<file path="config.mk">
export PLATFORM = sky130hd
export DESIGN_NAME = callback_load_timing_monitor_core
export DESIGN_NICKNAME = d
export VERILOG_FILES = /design/src/hw/rtl/cltm_pkg.sv /design/src/hw/rtl/callback_load_timing_monitor_core.sv /design/src/hw/rtl/cltm_divider.sv
export SDC_FILE = /design/constraint.sdc
export NUM_CORES = 2
export LEC_CHECK = 0
export ABC_CLOCK_PERIOD_IN_PS = 4900
export BUFFER_PORTS_ARGS = -buffer_cell sky130_fd_sc_hd__buf_2
export CORE_MARGIN = 4
export CORE_UTILIZATION = 40
export CTS_CLUSTER_SIZE = 28
export DETAILED_ROUTE_END_ITERATION = 6
export PLACE_DENSITY = 0.59
export SYNTH_ARGS = -nofsm -noshare
export SYNTH_HDL_FRONTEND = slang
export SYNTH_SLANG_ARGS = --single-unit
</file>
<file path="constraint.sdc">
create_clock -name clock -period 4.9 [get_ports clock]
set_input_delay 0.98 -clock clock [delete_from_list [all_inputs] [get_ports clock]]
set_output_delay 0.98 -clock clock [all_outputs]
set_load 0.01 [all_outputs]
</file>
<file path="src/hw/rtl/cltm_pkg.sv">
// ----------------------------------------------------------------------------
// Callback load and timing monitor package
// Field widths, opcodes, state encoding, transaction payloads and bin edges.
// ----------------------------------------------------------------------------
`timescale 1ns / 1ps
`default_nettype none

package cltm_pkg;

   localparam int OPCODE_BITS    = 3;
   localparam int CB_BITS        = 24;
   localparam int BUF_BITS       = 24;
   localparam int CLIP_BITS      = 12;
   localparam int RATE_BITS      = 19;
   localparam int BLOCK_BITS     = 16;
   localparam int BIN_BITS       = 3;
   localparam int LOAD_BITS      = 18;
   localparam int LATENCY_BITS   = 24;
   localparam int SAMPLE_BITS    = 48;
   localparam int OUT_COUNT_BITS = 32;
   localparam int WEIGHT_BITS    = 16;
   localparam int BIN_COUNT      = 7;

   // cb * 25600 and block * 256000 as dividends
   localparam int LOAD_NUM_BITS  = 39;
   localparam int LAT_NUM_BITS   = 34;
   localparam int LOAD_MUL_BITS  = 31;   // cb * 100
   localparam int LAT_MUL_BITS   = 26;   // block * 1000

   localparam logic [WEIGHT_BITS-1:0] EMA_WEIGHT_RESET = 16'd6554;
   localparam logic [BIN_BITS-1:0]    NO_BIN           = 3'd7;

   // upper edge of each bin in us; the last bin takes the rest
   localparam logic [CB_BITS-1:0] BIN_EDGE_US [BIN_COUNT-1] =
      '{24'd500, 24'd1000, 24'd2000, 24'd5000, 24'd10000, 24'd20000};

   typedef enum logic [OPCODE_BITS-1:0] {
      OP_UPDATE          = 3'd0,
      OP_UNDERRUN        = 3'd1,
      OP_CLEAR_UNDERRUNS = 3'd2,
      OP_RESET_PEAK      = 3'd3,
      OP_READ_BIN        = 3'd4
   } op_type;

   typedef enum logic [2:0] {
      ST_IDLE,
      ST_LOAD,
      ST_DIVIDE,
      ST_MULTIPLY,
      ST_FINISH
   } state_type;

   typedef struct packed {
      logic [OPCODE_BITS-1:0] opcode;
      logic [CB_BITS-1:0]     callback_time_us;
      logic [BUF_BITS-1:0]    buffer_time_us;
      logic [CLIP_BITS-1:0]   clips_active;
      logic [RATE_BITS-1:0]   rate_hz;
      logic [BLOCK_BITS-1:0]  block_samples;
      logic [BIN_BITS-1:0]    bin_select;
   } req_type;

   typedef struct packed {
      logic [LOAD_BITS-1:0]      load_smoothed;
      logic [LOAD_BITS-1:0]      load_peak;
      logic [LATENCY_BITS-1:0]   latency_ms;
      logic [OUT_COUNT_BITS-1:0] underruns;
      logic [CLIP_BITS-1:0]      clips_now;
      logic [SAMPLE_BITS-1:0]    samples_total;
      logic [BIN_BITS-1:0]       bin_index;
      logic [OUT_COUNT_BITS-1:0] bin_count;
   } rsp_type;

   // first bin whose edge is not below the callback time
   function automatic logic [BIN_BITS-1:0] bin_of(input logic [CB_BITS-1:0] cb);
      logic [BIN_BITS-1:0] b;
      b = BIN_BITS'(BIN_COUNT - 1);
      for (int i = BIN_COUNT - 2; i >= 0; i--) begin
         if (cb <= BIN_EDGE_US[i]) begin
            b = BIN_BITS'(i);
         end
      end
      return b;
   endfunction

endpackage

`default_nettype wire

</file>
<file path="src/hw/rtl/callback_load_timing_monitor_core.sv">
// ----------------------------------------------------------------------------
// Callback load and timing monitor
// Tracks instant, smoothed and peak load, buffer latency, sample and clip
// counts, underruns and a seven-bin callback time histogram.
// ----------------------------------------------------------------------------
//
//  channel | dir | handshake              | payload
//  --------+-----+------------------------+------------------------------
//  req     | in  | req_valid / req_stall  | req_data  (cltm_pkg::req_type)
//  rsp     | out | rsp_valid / rsp_stall  | rsp_data  (cltm_pkg::rsp_type)
//  csr     | in  | csr_write_enable       | csr_write_data (ema weight)
//
//  Update: accepted in idle, then a launch state starts the 39-bit load divider
//  (latency divider alongside), then the serial EMA multiply and a commit;
//  the next request is taken only back in idle, after that commit.
//  Other opcodes go from acceptance straight to the commit state.
//  Synchronous reset clears all counters and load state; ema weight to 6554.
//  A held rsp blocks only the commit of the next transaction, not its accept.
// ----------------------------------------------------------------------------
`timescale 1ns / 1ps
`default_nettype none

module callback_load_timing_monitor_core #(
   parameter int COUNTER_BITS = 32
) (
   input  logic                              clock,
   input  logic                              reset,

   input  logic                              req_valid,
   output logic                              req_stall,
   input  cltm_pkg::req_type                 req_data,

   output logic                              rsp_valid,
   input  logic                              rsp_stall,
   output cltm_pkg::rsp_type                 rsp_data,

   input  logic                              csr_write_enable,
   input  logic [cltm_pkg::WEIGHT_BITS-1:0]  csr_write_data
);

   import cltm_pkg::*;

   localparam int ACC_BITS     = LOAD_BITS + 1 + WEIGHT_BITS;
   localparam int MUL_CNT_BITS = $clog2(WEIGHT_BITS);
   localparam int CNT_OUT_WIDE = (COUNTER_BITS > OUT_COUNT_BITS) ? COUNTER_BITS
                                                                 : OUT_COUNT_BITS;

   // ---- control ----
   state_type state_ff, state_in;
   logic      accept;
   logic      div_start;
   logic      commit;
   logic      out_free;

   // ---- transaction and working registers ----
   req_type                    req_ff, req_in;
   logic [BIN_BITS-1:0]        bin_idx_ff, bin_idx_in;
   logic [LOAD_BITS-1:0]       inst_ff, inst_in;
   logic signed [ACC_BITS-1:0] acc_ff, acc_in;
   logic [MUL_CNT_BITS-1:0]    mul_count_ff, mul_count_in;

   // ---- architectural state ----
   logic [WEIGHT_BITS-1:0]  ema_weight_ff, ema_weight_in;
   logic [LOAD_BITS-1:0]    smoothed_ff, smoothed_in;
   logic [LOAD_BITS-1:0]    peak_ff, peak_in;
   logic [LATENCY_BITS-1:0] latency_ff, latency_in;
   logic [COUNTER_BITS-1:0] underrun_ff, underrun_in;
   logic [CLIP_BITS-1:0]    clips_ff, clips_in;
   logic [SAMPLE_BITS-1:0]  samples_ff, samples_in;
   logic [COUNTER_BITS-1:0] bin_cnt_ff [BIN_COUNT];
   logic [COUNTER_BITS-1:0] bin_cnt_in [BIN_COUNT];

   // ---- output register ----
   logic    rsp_valid_ff, rsp_valid_in;
   rsp_type rsp_data_ff, rsp_data_in;

   // ---- dividers ----
   logic [LOAD_MUL_BITS-1:0]  cb_x100;
   logic [LAT_MUL_BITS-1:0]   block_x1000;
   logic                      load_done, lat_done;
   logic [LOAD_BITS-1:0]      load_quo;
   logic [LATENCY_BITS-1:0]   lat_quo;

   // cb * 100 = 64cb + 32cb + 4cb; block * 1000 = 1024b - 16b - 8b
   assign cb_x100 = (LOAD_MUL_BITS'(req_ff.callback_time_us) << 6)
                  + (LOAD_MUL_BITS'(req_ff.callback_time_us) << 5)
                  + (LOAD_MUL_BITS'(req_ff.callback_time_us) << 2);
   assign block_x1000 = (LAT_MUL_BITS'(req_ff.block_samples) << 10)
                      - (LAT_MUL_BITS'(req_ff.block_samples) << 4)
                      - (LAT_MUL_BITS'(req_ff.block_samples) << 3);

   cltm_divider #(
      .NUM_BITS (LOAD_NUM_BITS),
      .DEN_BITS (BUF_BITS),
      .QUO_BITS (LOAD_BITS)
   ) u_load_div (
      .clock       (clock),
      .reset       (reset),
      .start       (div_start),
      .numerator   ({cb_x100, 8'h00}),
      .denominator (req_ff.buffer_time_us),
      .done        (load_done),
      .quotient    (load_quo)
   );

   cltm_divider #(
      .NUM_BITS (LAT_NUM_BITS),
      .DEN_BITS (RATE_BITS),
      .QUO_BITS (LATENCY_BITS)
   ) u_lat_div (
      .clock       (clock),
      .reset       (reset),
      .start       (div_start),
      .numerator   ({block_x1000, 8'h00}),
      .denominator (req_ff.rate_hz),
      .done        (lat_done),
      .quotient    (lat_quo)
   );

   // ---- sequencer ----
   assign out_free = ~rsp_valid_ff | ~rsp_stall;

   always_ff @(posedge clock) begin
      if (reset) begin
         state_ff <= ST_IDLE;
      end else begin
         state_ff <= state_in;
      end
   end

   always_comb begin
      state_in  = state_ff;
      req_stall = 1'b1;
      accept    = 1'b0;
      div_start = 1'b0;
      commit    = 1'b0;
      case (state_ff)
         ST_IDLE: begin
            req_stall = 1'b0;
            if (req_valid) begin
               accept   = 1'b1;
               state_in = (req_data.opcode == OP_UPDATE) ? ST_LOAD : ST_FINISH;
            end
         end
         ST_LOAD: begin
            div_start = 1'b1;
            state_in  = ST_DIVIDE;
         end
         ST_DIVIDE: begin
            if (load_done && lat_done) begin
               state_in = ST_MULTIPLY;
            end
         end
         ST_MULTIPLY: begin
            if (mul_count_ff == '0) begin
               state_in = ST_FINISH;
            end
         end
         ST_FINISH: begin
            if (out_free) begin
               commit   = 1'b1;
               state_in = ST_IDLE;
            end
         end
         default: begin
            state_in = ST_IDLE;
         end
      endcase
   end

   // ---- working datapath ----
   logic signed [LOAD_BITS:0]  load_diff;
   logic signed [ACC_BITS-1:0] load_diff_ext;

   // EMA as s + w * (inst - s) / 2^16, w taken MSB first
   assign load_diff     = $signed({1'b0, inst_ff}) - $signed({1'b0, smoothed_ff});
   assign load_diff_ext = ACC_BITS'(load_diff);

   always_comb begin
      req_in       = req_ff;
      bin_idx_in   = bin_idx_ff;
      inst_in      = inst_ff;
      acc_in       = acc_ff;
      mul_count_in = mul_count_ff;
      if (accept) begin
         req_in = req_data;
      end
      if (state_ff == ST_LOAD) begin
         bin_idx_in = bin_of(req_ff.callback_time_us);
      end
      if (state_ff == ST_DIVIDE && load_done && lat_done) begin
         // zero buffer time reads as zero load
         inst_in      = (req_ff.buffer_time_us == '0) ? '0 : load_quo;
         acc_in       = '0;
         mul_count_in = MUL_CNT_BITS'(WEIGHT_BITS - 1);
      end
      if (state_ff == ST_MULTIPLY) begin
         acc_in       = (acc_ff <<< 1)
                      + (ema_weight_ff[mul_count_ff] ? load_diff_ext : '0);
         mul_count_in = mul_count_ff - 1'b1;
      end
   end

   always_ff @(posedge clock) begin
      req_ff       <= req_in;
      bin_idx_ff   <= bin_idx_in;
      inst_ff      <= inst_in;
      acc_ff       <= acc_in;
      mul_count_ff <= mul_count_in;
   end

   // ---- commit of state and result ----
   logic                     is_update;
   logic [ACC_BITS-1:0]      ema_shift;
   logic [LOAD_BITS:0]       ema_sum;
   logic [BIN_BITS-1:0]      bin_rd_idx;
   logic                     bin_rd_hit;
   logic [COUNTER_BITS-1:0]  bin_rd;
   logic [COUNTER_BITS-1:0]  bin_inc;
   logic [CNT_OUT_WIDE-1:0]  underrun_wide;
   logic [CNT_OUT_WIDE-1:0]  bin_wide;

   assign is_update  = (req_ff.opcode == OP_UPDATE);
   assign ema_shift  = ACC_BITS'(acc_ff >>> WEIGHT_BITS);
   assign ema_sum    = {1'b0, smoothed_ff} + ema_shift[LOAD_BITS:0];
   assign bin_rd_idx = is_update ? bin_idx_ff : req_ff.bin_select;
   assign bin_rd_hit = (bin_rd_idx != NO_BIN);
   assign bin_rd     = bin_rd_hit ? bin_cnt_ff[bin_rd_idx] : '0;
   assign bin_inc    = bin_rd + 1'b1;

   always_comb begin
      ema_weight_in = ema_weight_ff;
      smoothed_in   = smoothed_ff;
      peak_in       = peak_ff;
      latency_in    = latency_ff;
      underrun_in   = underrun_ff;
      clips_in      = clips_ff;
      samples_in    = samples_ff;
      bin_cnt_in    = bin_cnt_ff;
      rsp_data_in   = rsp_data_ff;
      rsp_valid_in  = rsp_valid_ff & rsp_stall;

      if (csr_write_enable) begin
         ema_weight_in = csr_write_data;
      end

      if (commit) begin
         case (req_ff.opcode)
            OP_UPDATE: begin
               smoothed_in = ema_sum[LOAD_BITS-1:0];
               if (inst_ff > peak_ff) begin
                  peak_in = inst_ff;
               end
               // zero rate holds the previous latency
               if (req_ff.rate_hz != '0) begin
                  latency_in = lat_quo;
               end
               clips_in   = req_ff.clips_active;
               samples_in = samples_ff + SAMPLE_BITS'(req_ff.block_samples);
               bin_cnt_in[bin_idx_ff] = bin_inc;
            end
            OP_UNDERRUN: begin
               underrun_in = underrun_ff + 1'b1;
            end
            OP_CLEAR_UNDERRUNS: begin
               underrun_in = '0;
            end
            OP_RESET_PEAK: begin
               peak_in = smoothed_ff;
            end
            default: begin
            end
         endcase
      end

      underrun_wide = CNT_OUT_WIDE'(underrun_in);
      bin_wide      = '0;
      if (is_update) begin
         bin_wide = CNT_OUT_WIDE'(bin_inc);
      end else if (req_ff.opcode == OP_READ_BIN) begin
         bin_wide = CNT_OUT_WIDE'(bin_rd);
      end

      if (commit) begin
         rsp_valid_in              = 1'b1;
         rsp_data_in.load_smoothed = smoothed_in;
         rsp_data_in.load_peak     = peak_in;
         rsp_data_in.latency_ms    = latency_in;
         rsp_data_in.underruns     = underrun_wide[OUT_COUNT_BITS-1:0];
         rsp_data_in.clips_now     = clips_in;
         rsp_data_in.samples_total = samples_in;
         rsp_data_in.bin_count     = bin_wide[OUT_COUNT_BITS-1:0];
         if (is_update) begin
            rsp_data_in.bin_index = bin_idx_ff;
         end else if (req_ff.opcode == OP_READ_BIN) begin
            rsp_data_in.bin_index = req_ff.bin_select;
         end else begin
            rsp_data_in.bin_index = NO_BIN;
         end
      end
   end

   always_ff @(posedge clock) begin
      if (reset) begin
         ema_weight_ff <= EMA_WEIGHT_RESET;
         smoothed_ff   <= '0;
         peak_ff       <= '0;
         latency_ff    <= '0;
         underrun_ff   <= '0;
         clips_ff      <= '0;
         samples_ff    <= '0;
         rsp_valid_ff  <= 1'b0;
         for (int i = 0; i < BIN_COUNT; i++) begin
            bin_cnt_ff[i] <= '0;
         end
      end else begin
         ema_weight_ff <= ema_weight_in;
         smoothed_ff   <= smoothed_in;
         peak_ff       <= peak_in;
         latency_ff    <= latency_in;
         underrun_ff   <= underrun_in;
         clips_ff      <= clips_in;
         samples_ff    <= samples_in;
         rsp_valid_ff  <= rsp_valid_in;
         bin_cnt_ff    <= bin_cnt_in;
      end
   end

   always_ff @(posedge clock) begin
      rsp_data_ff <= rsp_data_in;
   end

   assign rsp_valid = rsp_valid_ff;
   assign rsp_data  = rsp_data_ff;

endmodule

`default_nettype wire

</file>
<file path="src/hw/rtl/cltm_divider.sv">
// ----------------------------------------------------------------------------
// Bit-serial divider
// Restoring division, one quotient bit per cycle, dividend fed MSB first
// from a shift register. Quotient saturates to all ones on overflow.
// ----------------------------------------------------------------------------
`timescale 1ns / 1ps
`default_nettype none

module cltm_divider #(
   parameter int NUM_BITS = 39,
   parameter int DEN_BITS = 24,
   parameter int QUO_BITS = 18
) (
   input  logic                clock,
   input  logic                reset,
   input  logic                start,
   input  logic [NUM_BITS-1:0] numerator,
   input  logic [DEN_BITS-1:0] denominator,
   output logic                done,
   output logic [QUO_BITS-1:0] quotient
);

   localparam int CNT_BITS = $clog2(NUM_BITS + 1);

   logic [NUM_BITS-1:0] num_ff, num_in;
   logic [DEN_BITS-1:0] den_ff, den_in;
   logic [DEN_BITS-1:0] rem_ff, rem_in;
   logic [QUO_BITS-1:0] quo_ff, quo_in;
   logic                ovf_ff, ovf_in;
   logic [CNT_BITS-1:0] count_ff, count_in;

   logic [DEN_BITS:0]   trial;
   logic [DEN_BITS+1:0] diff;
   logic                qbit;

   assign trial = {rem_ff, num_ff[NUM_BITS-1]};
   assign diff  = {1'b0, trial} - {2'b00, den_ff};
   assign qbit  = ~diff[DEN_BITS+1];

   always_comb begin
      num_in   = num_ff;
      den_in   = den_ff;
      rem_in   = rem_ff;
      quo_in   = quo_ff;
      ovf_in   = ovf_ff;
      count_in = count_ff;
      if (start) begin
         num_in   = numerator;
         den_in   = denominator;
         rem_in   = '0;
         quo_in   = '0;
         ovf_in   = 1'b0;
         count_in = CNT_BITS'(NUM_BITS);
      end else if (count_ff != '0) begin
         num_in   = {num_ff[NUM_BITS-2:0], 1'b0};
         rem_in   = qbit ? diff[DEN_BITS-1:0] : trial[DEN_BITS-1:0];
         // a one leaving the top of the quotient means saturation
         ovf_in   = ovf_ff | quo_ff[QUO_BITS-1];
         quo_in   = {quo_ff[QUO_BITS-2:0], qbit};
         count_in = count_ff - 1'b1;
      end
   end

   always_ff @(posedge clock) begin
      if (reset) begin
         count_ff <= '0;
      end else begin
         count_ff <= count_in;
      end
   end

   always_ff @(posedge clock) begin
      num_ff <= num_in;
      den_ff <= den_in;
      rem_ff <= rem_in;
      quo_ff <= quo_in;
      ovf_ff <= ovf_in;
   end

   assign done     = (count_ff == '0);
   assign quotient = ovf_ff ? '1 : quo_ff;

endmodule

`default_nettype wire

</file>
==> results by group <==
Clock tree
  • CTS tree: done
  • Hold buffers post-CTS: 0
  • Root buf cell: clkbuf_16
  • H-tree Lvls: 3
  • Later-pin clock latency in the skew report: 0.71 ns
  • CTS buffer count: 104
  • Clk slew on worst S/H paths: 0.06 ns
  • Clock sink total: 937
  • Clk buf depth: 3

Floorplanning
  • Core area: 0.118 sq mm
  • Die height: 354 um
  • Die W: 354 um
  • I/O Pins: 311
  • Full die area: 0.125 sq mm
  • Initial Util: 40.4%
  • Row count: 126

Worst setup path
  • Worst reg2reg setup slack: 0.21 ns
  • Max FO, Critical Path: 55
  • CP Launch Type: flip-flop
  • Worst Path Arrival: 5.21 ns
  • Worst Setup Path Type: flip-flop to flip-flop
  • CP required: 5.42 ns
  • Worst Setup End Kind: flip-flop

Synth
  • Sequential area share after synthesis: 48.5%
  • Syn Inst Count: 4900
  • Ys flop type: dfxtp_1
  • Yosys warning count: 0
  • Synth top area cells: edfxtp_1 28%, dfxtp_1 21%, ha_1 6.5%
  • Top-area cell type share of the netlist area: 27.8%
  • Leading area contributor after synthesis: edfxtp_1
  • Post-Synthesis Cell Area: 0.0478 sq mm
  • Yosys cell types: 100
  • Syn_nets: 5308
  • EDFF count, synth: 442
  • Synth Register Bits: 937
  • Post-synth top cells: 537 x nand2_1, 524 x nor2_1, 495 x dfxtp_1
  • Syn_area_per_cell: 9.75 sq um
  • Fraction of registers with async set/reset: 0%
  • Cell with the most instances after synthesis: nand2_1

Pwr
  • Sw frac: 32.1%
  • Sequential power share: 40.6%
  • P_int: 16800 uW
  • LEAKAGE: 0.0214 uW
  • Pwr Density: 447 mW/mm^2
  • Worst vdd ir: 0.000342 V
  • Combinational fraction of design power: 26.7%
  • Clk network pwr share: 32.7%
  • P_sw: 7950 uW

Drt
  • Via-per-instance ratio: 5.29
  • Initial DRC count: 2483
  • Residual DRC: 0
  • Drt total wl: 130 mm
  • Final ANT Viol Nets: 0
  • Via count: 36456
  • DR WL/cell: 18.8 um
  • TritonRoute pass-1 iters: 7

Global route
  • Busiest grt layer: met2
  • Largest net degree at the start of global routing: 127
  • Vias in the first global route: 35036
  • Met1 Usage GRT: 28.4%
  • Initial antenna violation count: 8
  • Met2 usage: 31.6%
  • Global-route wire length before repair: 201 mm
  • Met3 usage: 3.45%
  • Gr usage total: 20.0%
  • Total congestion overflow: 0

Cells and area
  • Fillers: 11228
  • Diode count: 0
  • Share of cells above drive strength 1: 15.0%
  • Design Area, Final: 0.0553 sq mm
  • Area growth syn-to-layout: 15.7%
  • Non-Filler Instances: 6897
  • Final core utilization: 46.7%
  • Fin nets: 5613

Placed design
  • Placer Congestion: 0.880
  • DP HPWL: 89.6 mm
  • Placed Instances: 6690
  • PortBufs: 310
  • Post-Place Cell Area: 0.0515 sq mm

STA
  • Max Fclk: 213 MHz
  • Final setup viols: 0
  • Clk_skew: 0.0354 ns
  • Minimum clock period: 4.69 ns
  • Count of pins over their slew limit: 0
  • Max-Slew Margin vs Limit: 15.4%
  • Hold Fails Final Rpt: 0
  • Share of the clock period used by the worst path: 95.8%
  • Pin slew with the least headroom to its limit: 1.26 ns

Run
  • # Max-Cap Violations: 0

Min path
  • Worst Hold Class: flip-flop to flip-flop

Outcome
  • Status: complete, no violations
-- power by group through the flow --
stage	registers (uW)	clock network, uW	logic (uW)
2_1_floorplan	10100	0	4820
3_3_place_gp	10200	0	6520
3_5_place_dp	10200	0	6600
4_1_cts	10000	8320	6640
5_1_grt	10100	8650	7470
6_report	10000	8090	6610
-- worst paths after layout --
check | depth (start not counted) | end | from
min reg2reg | 0 | u_lat_div.den_ff[0]$_DFFE_PP_ | req_ff[19]$_DFFE_PP_
max | 14 | bin_cnt_ff[90]$_SDFFE_PP0P_ | req_ff[100]$_DFFE_PP_
min | 0 | u_lat_div.den_ff[0]$_DFFE_PP_ | req_ff[19]$_DFFE_PP_
max reg2reg | 14 | bin_cnt_ff[90]$_SDFFE_PP0P_ | req_ff[100]$_DFFE_PP_
-- stage by stage --
| stage | setup TNS, ns | power (uW) | hold WS, ns | worst slack, ns |
|---|---|---|---|---|
| after detailed placement | -0.256 | 16800 | 0.435 | -0.130 |
| final | 0 | 24700 | 0.449 | 0.208 |
| after global routing | -0.0123 | 26300 | 0.409 | -0.00928 |
| after global placement | -0.455 | 16700 | 0.433 | -0.196 |
| after floorplan | 0 | 15000 | 0.427 | 0.0636 |
| after CTS | 0 | 25000 | 0.387 | 0.00157 |
-- cells by family (layout without fill, tap and decap cells) --
| group | after synthesis | count (layout) | share of synthesized area [%] |
|---|---|---|---|
| AO/OA/AOI/OAI | 1148 | 1148 | 15.4 |
| XOR/XNOR | 222 | 222 | 4.33 |
| adder cells (fa/ha/maj) | 286 | 286 | 8.05 |
| buffers and inverters | 443 | 839 | 3.77 |
| flip-flops | 937 | 937 | 48.5 |
| multiplexers | 104 | 105 | 2.40 |
| AND/OR/NAND/NOR | 1760 | 1760 | 17.5 |
-- per-layer routing --
layer / part of all wire [%] / up-vias
met5: 0.045 / -
li1: - / 18047
met1: 47 / 17370
met3: 5.6 / 189
met4: 2.6 / 8
met2: 45 / 842
-- placed cells by master, fill, tap and decap left out, types with 24 or more instances in the layout --
master / netlist / layout
nand3_1: 111 / 110
nand2b_1: 32 / 31
xor2_1: 90 / 89
nor2b_1: 163 / 163
and3_1: 61 / 57
edfxtp_1: 442 / 442
nor2_1: 524 / 520
or3_1: 29 / 27
buf_4: 4 / 137
buf_2: 17 / 309
nand4_1: 40 / 40
a21oi_1: 363 / 359
o21ai_0: 292 / 287
o211ai_1: 26 / 26
o21a_1: 34 / 34
dfxtp_1: 495 / 495
and2_1: 39 / 38
a221o_1: 24 / 24
a211oi_1: 128 / 126
inv_1: 183 / 182
ha_1: 250 / 250
clkbuf_16: 0 / 107
o31ai_1: 29 / 29
a21o_1: 64 / 64
nand2_1: 537 / 536
xnor2_1: 123 / 123
nor3_1: 101 / 96
mux2i_1: 81 / 79
a31oi_1: 28 / 25
a211oi_2: 30 / 32
fa_1: 36 / 35
-- worst max-delay path, stage by stage (launching register included) --
cell      delay (ns)
edfxtp_1        0.56
or4b_4          0.68
nand2_4         0.26
buf_12          0.34
o22ai_1         0.18
clkinv_1        0.08
ha_1            0.25
o31ai_1         0.13
a211oi_2        0.28
nand3b_2        0.25
nor4_4          0.33
buf_4           0.30
nand3_1         0.14
xor2_1          0.46
a211oi_1        0.15
-- sequential cells by signal, summed over array words and instances, names as in the netlist, 19 cells and up --
name,cells
u_lat_div.den_ff,19
bin_cnt_ff,224
u_load_div.rem_ff,24
samples_ff,48
latency_ff,24
u_lat_div.num_ff,23
underrun_ff,32
acc_ff,34
req_ff,101
u_lat_div.quo_ff,24
u_load_div.num_ff,29
rsp_data,187
u_load_div.den_ff,24
u_lat_div.rem_ff,19
-- layout make-up --
cell class	count	area, sq um	area share, %
clock buffer	143	2980	5.40
clock inverter	55	603	1.09
inverter	185	701	1.27
multi-input combinational	3521	23000	41.7
sequential	937	23200	41.9
tap	1600	2000	3.62
timing repair buffer	456	2770	5.01
-- repair_timing --
action	CTS	global route
endpoints found under the hold margin	0	0
setup endpoints to repair	4	15
gates resized for setup	2	23
cloned	0	1
pin swaps	0	9
setup buffers	0	8
Note: power is estimated with default switching activity, not from simulation.
